===== config.mk =====
export PLATFORM = sky130hd
export DESIGN_NAME = wdd_dwell
export DESIGN_NICKNAME = d
export VERILOG_FILES = /design/src/rtl/wdd_pkg.sv /design/src/rtl/wdd_dwell.sv
export SDC_FILE = /design/constraint.sdc
export NUM_CORES = 1
export LEC_CHECK = 0
export BUFFER_PORTS_ARGS = -buffer_cell sky130_fd_sc_hd__buf_2
export CAP_MARGIN = 5
export CELL_PAD_IN_SITES_DETAIL_PLACEMENT = 0
export CELL_PAD_IN_SITES_GLOBAL_PLACEMENT = 2
export CORE_UTILIZATION = 30
export DETAILED_ROUTE_END_ITERATION = 12
export PLACE_DENSITY = 0.9
export SYNTH_ARGS = -nofsm -noshare
export SYNTH_HDL_FRONTEND = slang
export SYNTH_SLANG_ARGS = --single-unit

===== constraint.sdc =====
create_clock -name clk -period 13 [get_ports clk]
set_input_delay 2.6 -clock clk [delete_from_list [all_inputs] [get_ports clk]]
set_output_delay 2.6 -clock clk [all_outputs]
set_load 0.02 [all_outputs]

===== src/rtl/wdd_pkg.sv =====
// ----------------------------------------------------------------------------
// wdd_pkg: shared types for the waypoint dwell detector
// Status codes, register indexes and the item/result records passed between
// the distance stage and the dwell tracker.
// ----------------------------------------------------------------------------
package wdd_pkg;

    // Configuration register indexes
    localparam logic [2:0] REG_CENTER_X   = 3'd0;
    localparam logic [2:0] REG_CENTER_Y   = 3'd1;
    localparam logic [2:0] REG_CENTER_Z   = 3'd2;
    localparam logic [2:0] REG_RADIUS     = 3'd3;
    localparam logic [2:0] REG_HOLD_TIME  = 3'd4;
    localparam logic [2:0] REG_START_TIME = 3'd5;

    // Operation codes
    localparam logic OP_SAMPLE = 1'b0;
    localparam logic OP_CLEAR  = 1'b1;

    typedef enum logic [2:0] {
        ST_OUTSIDE  = 3'd0,
        ST_INSIDE   = 3'd1,
        ST_FINISHED = 3'd2,
        ST_INVALID  = 3'd3,
        ST_CLEARED  = 3'd4
    } wdd_status_t;

    // One item after the distance stage
    typedef struct packed {
        logic        operation;
        logic        sample_valid;
        logic [31:0] sample_time;
        logic [43:0] dist_squared;
        logic [32:0] elapsed;
    } wdd_item_t;

    // One result item
    typedef struct packed {
        logic        reached;
        wdd_status_t status;
        logic [43:0] dist_squared;
        logic [33:0] hold_remaining;
        logic [32:0] elapsed;
        logic [32:0] finish_time;
    } wdd_result_t;

endpackage


===== src/rtl/wdd_dwell.sv =====
// ----------------------------------------------------------------------------
// wdd_dwell: dwell timer and finish latch
// Holds the dwell entry time and the finish latch, decides the status of one
// item and updates the state when the item moves on.
// ----------------------------------------------------------------------------
module wdd_dwell (
    input  logic               clk,
    input  logic               rst_n,
    input  logic [23:0]        hold_time,
    input  logic [39:0]        radius_sq,
    input  logic               step,
    input  wdd_pkg::wdd_item_t item,
    output wdd_pkg::wdd_result_t result
);

    logic        first_reg;
    logic        first_next;
    logic [31:0] entry_reg;
    logic [31:0] entry_next;
    logic [32:0] latch_reg;
    logic [32:0] latch_next;

    logic [31:0] entry_eff;
    logic [33:0] span;
    logic [33:0] rem_raw;
    logic        in_sphere;
    logic        rem_le0;
    logic        latch_le0;
    logic [32:0] latch_cand;
    logic        finished;

    always_comb
    begin
        entry_eff  = first_reg ? item.sample_time : entry_reg;
        span       = {2'b00, item.sample_time} - {2'b00, entry_eff};
        rem_raw    = {10'd0, hold_time} - span;
        in_sphere  = item.dist_squared < {4'd0, radius_sq};
        rem_le0    = rem_raw[33] || (rem_raw == '0);
        latch_le0  = latch_reg[32] || (latch_reg == '0);
        latch_cand = (in_sphere && rem_le0 && latch_le0) ? item.elapsed : latch_reg;
        finished   = !latch_cand[32] && (latch_cand != '0);

        first_next = first_reg;
        entry_next = entry_reg;
        latch_next = latch_reg;

        result                = '0;
        result.status         = wdd_pkg::ST_CLEARED;

        if (item.operation == wdd_pkg::OP_CLEAR)
        begin
            latch_next = '0;
        end
        else
        begin
            first_next            = 1'b0;
            latch_next            = latch_cand;
            entry_next            = entry_eff;
            result.reached        = finished;
            result.dist_squared   = item.dist_squared;
            result.elapsed        = item.elapsed;
            result.finish_time    = latch_cand;
            result.hold_remaining = rem_raw;
            result.status         = in_sphere ? wdd_pkg::ST_INSIDE : wdd_pkg::ST_OUTSIDE;
            if (!in_sphere)
            begin
                // restart the dwell timer
                entry_next            = item.sample_time;
                result.hold_remaining = {10'd0, hold_time};
            end
            if (finished)
            begin
                result.status = wdd_pkg::ST_FINISHED;
            end
            else if (!item.sample_valid)
            begin
                entry_next            = item.sample_time;
                result.hold_remaining = {10'd0, hold_time};
                result.status         = wdd_pkg::ST_INVALID;
            end
        end
    end

    always_ff @(posedge clk or negedge rst_n)
    begin
        if (!rst_n)
        begin
            first_reg <= 1'b1;
            entry_reg <= '0;
            latch_reg <= '0;
        end
        else if (step)
        begin
            first_reg <= first_next;
            entry_reg <= entry_next;
            latch_reg <= latch_next;
        end
    end

endmodule


==> impl_metrics.json <==
{
  "syn_avg_cell_area_um2": 7.906,
  "period_minus_slack_ns": 11.86,
  "synth_area_mm2": 0.008728,
  "grt_pass1_vias": 9174,
  "maxCapViolCount": 0,
  "largest_reg_flops": 33,
  "fin_skew_ns": 0.007404,
  "final-hold-violation-count": 0,
  "grt_max_degree": 69,
  "rsz0062_at_grt": "false",
  "syn_inst": 1104,
  "routed_wl_mm": 33.42,
  "hpwl_mm": 27.71,
  "hold_ws_ns": 0.4847,
  "initial_core_util": 0.3049,
  "boundaryPins": 326,
  "nets": 1668,
  "synth.distinct_cells": 77,
  "max_freq_mhz": 84.29,
  "r2r_start": "first_reg",
  "async_reset_ff_frac": 1.000,
  "crit_fanout": 37,
  "max-vdd-ir-drop_mv": 0.07344,
  "final_max_slew_viol_count": 0,
  "synth_seq_area_share": 0.1894,
  "dieWidth_um": 172.6,
  "placed_cells": 1766,
  "postCtsSetupBuffers": 0,
  "grt_pass1_wl_mm": 50.81,
  "gp_congestion": 0.8750,
  "layout-drive-gt1-share": 0.2704,
  "htreeDepth": 3,
  "syn-num-nets": 1379,
  "ant_nets": 0,
  "cts.sinks": 66,
  "worstPathArrival_ns": 9.26,
  "num_vias": 9473,
  "worst-setup-path-type": "input pin to primary output",
  "rrSetupSlack_ns": 4.85,
  "hold_buffers": 0,
  "synth-warning-count": 0,
  "setup-violations-final": 0,
  "whs_path_depth": 1,
  "via_per_inst": 5.313,
  "synth.largest_area_cell": "dfrtp_1",
  "yosysMostFrequentCell": "a21oi_1",
  "start_kind": "input pin",
  "worstSetupEndpointType": "primary output",
  "synth_top_flop_cell": "dfrtp_1",
  "cts_root_buffer": "clkbuf_16",
  "worst_skew_pair.late_latency_ns": 0.33,
  "drc_errors": 0,
  "synth_top_area_share": 0.1864,
  "drt_first_pass_iters": 5,
  "cts_tree": "yes",
  "cp_common_cell": "a21o_1",
  "slew_headroom": 0.1406,
  "slowest_delay_ns": 0.68,
  "rows": 62,
  "ff2ff_path_depth": 25,
  "dieHeight_um": 172.6,
  "cts_buffers": 9,
  "wire_per_inst_um": 18.74,
  "grt_usage": 0.2167,
  "fin_cells": 1783,
  "hold-path-endpoint": "entry_reg[21]",
  "status": "complete, no violations",
  "cpMaxStageDelayCell": "a21o_1",
  "hold_path_class": "flop to flop",
  "clkTransAtPathRegs_ns": 0.05,
  "power_mw": 1.563,
  "fillers": 3062,
  "pwr_density_cell_mw_per_mm2": 141.8,
  "yosys_register_bits": 66,
  "first_iter_violations": 500,
  "worst_hold_startpoint": "entry_reg[21]",
  "cp.required_ns": 10.40,
  "core_mm2": 0.02863,
  "leakage_nw": 5.306,
  "tightest_slew_ns": 1.289,
  "synthTopCellsByArea": "dfrtp_1 19%, ha_1 14%, a21oi_1 6.1%, nor2b_1 5.9%, a22o_1 4.8%",
  "fin_crit_sh": 0.9126,
  "antenna_found_initial": 3,
  "synth_edf_count": 0,
  "clk_path_buf_depth": 2,
  "die-area_mm2": 0.02978,
  "portBuffers": 325,
  "reg2reg_to": "latch_reg[31]",
  "cts_resized": 0,
  "area_growth_pct": 26.32,
  "setup_tns_ns": 0,
  "overflow": 0,
  "synthTopCellsByCount": "106 x a21oi_1, 102 x nand2_1, 95 x ha_1"
}
[cell type report]
cell class                 count  area (um^2)  area share
tap                          384        480.5     0.04358
multi-input combinational    925         6624      0.6008
sequential                    66         1653      0.1499
clock inverter                 6        112.6     0.01021
clock buffer                  10        239.0     0.02167
antenna                        1        2.502   0.0002270
inverter                      56        210.2     0.01906
timing repair buffer         335         1704      0.1546
[worst max-delay path by stage]
stage,start,to,depth (start not counted)
finish,item[77],result[85],26
global route,item[77],result[83],27
CTS,item[77],result[85],27
detailed placement,item[77],result[85],27
global placement,item[77],result[85],26
floorplan,item[77],result[144],24
[per-stage QoR]
stage	utilization	worst slack, ns	cell area [um^2]
after floorplan	-	2.348	8728
after global routing	0.3852	0.6819	11030
after CTS	0.3851	1.136	11020
after detailed placement	0.3728	1.165	10670
after global placement	0.3728	1.244	10670
final	0.3852	1.137	11030
[placed cells by master (no fill, tap or decap), types with 24 or more instances in the layout]
master	count
nand4_1	28
nand2_1	102
nor2_1	49
a21oi_1	106
inv_1	56
buf_2	324
xnor2_1	28
mux2_1	26
o21ai_0	43
nor4_1	24
ha_1	95
a22o_1	48
nand3_1	46
nor2b_1	82
mux2i_1	34
dfrtp_1	65
[metal layers]
metal,GRT usage,vias up,part of all wire
li1,-,4628,-
met1,0.2450,4469,0.40
met2,0.4125,323,0.53
met3,0.02639,49,0.045
met4,0.07813,4,0.032
met5,0,-,0.00066
[critical path: cells and delay by family]
family	cells	cell delay (ns)
AOI/OAI and AO/OA	10	3.04
xor gates and xnor gates	2	0.70
adders and majority gates	3	1.02
buffers and inverters	3	0.66
muxes	1	0.25
and+or+nand+nor	7	0.93
[cells by family (layout without fill, tap and decap cells)]
family                     Yosys count  count (layout)  synth area share
DFF                                 66              66            0.1894
xor gates and xnor gates            52              52           0.05376
adders and majority gates           97              97            0.1408
muxes                               66              66           0.08028
other                                0               1                 0
AOI/OAI and AO/OA                  315             315            0.2461
and+or+nand+nor                    395             395            0.2370
buffers and inverters              113             407           0.05275
[power breakdown]
part           total, mW  switching, mW  internal [mW]
clock network      0.290         0.0966          0.193
logic               1.03          0.629          0.404
registers          0.240         0.0110          0.229
Note: power is estimated with default switching activity, not from simulation.
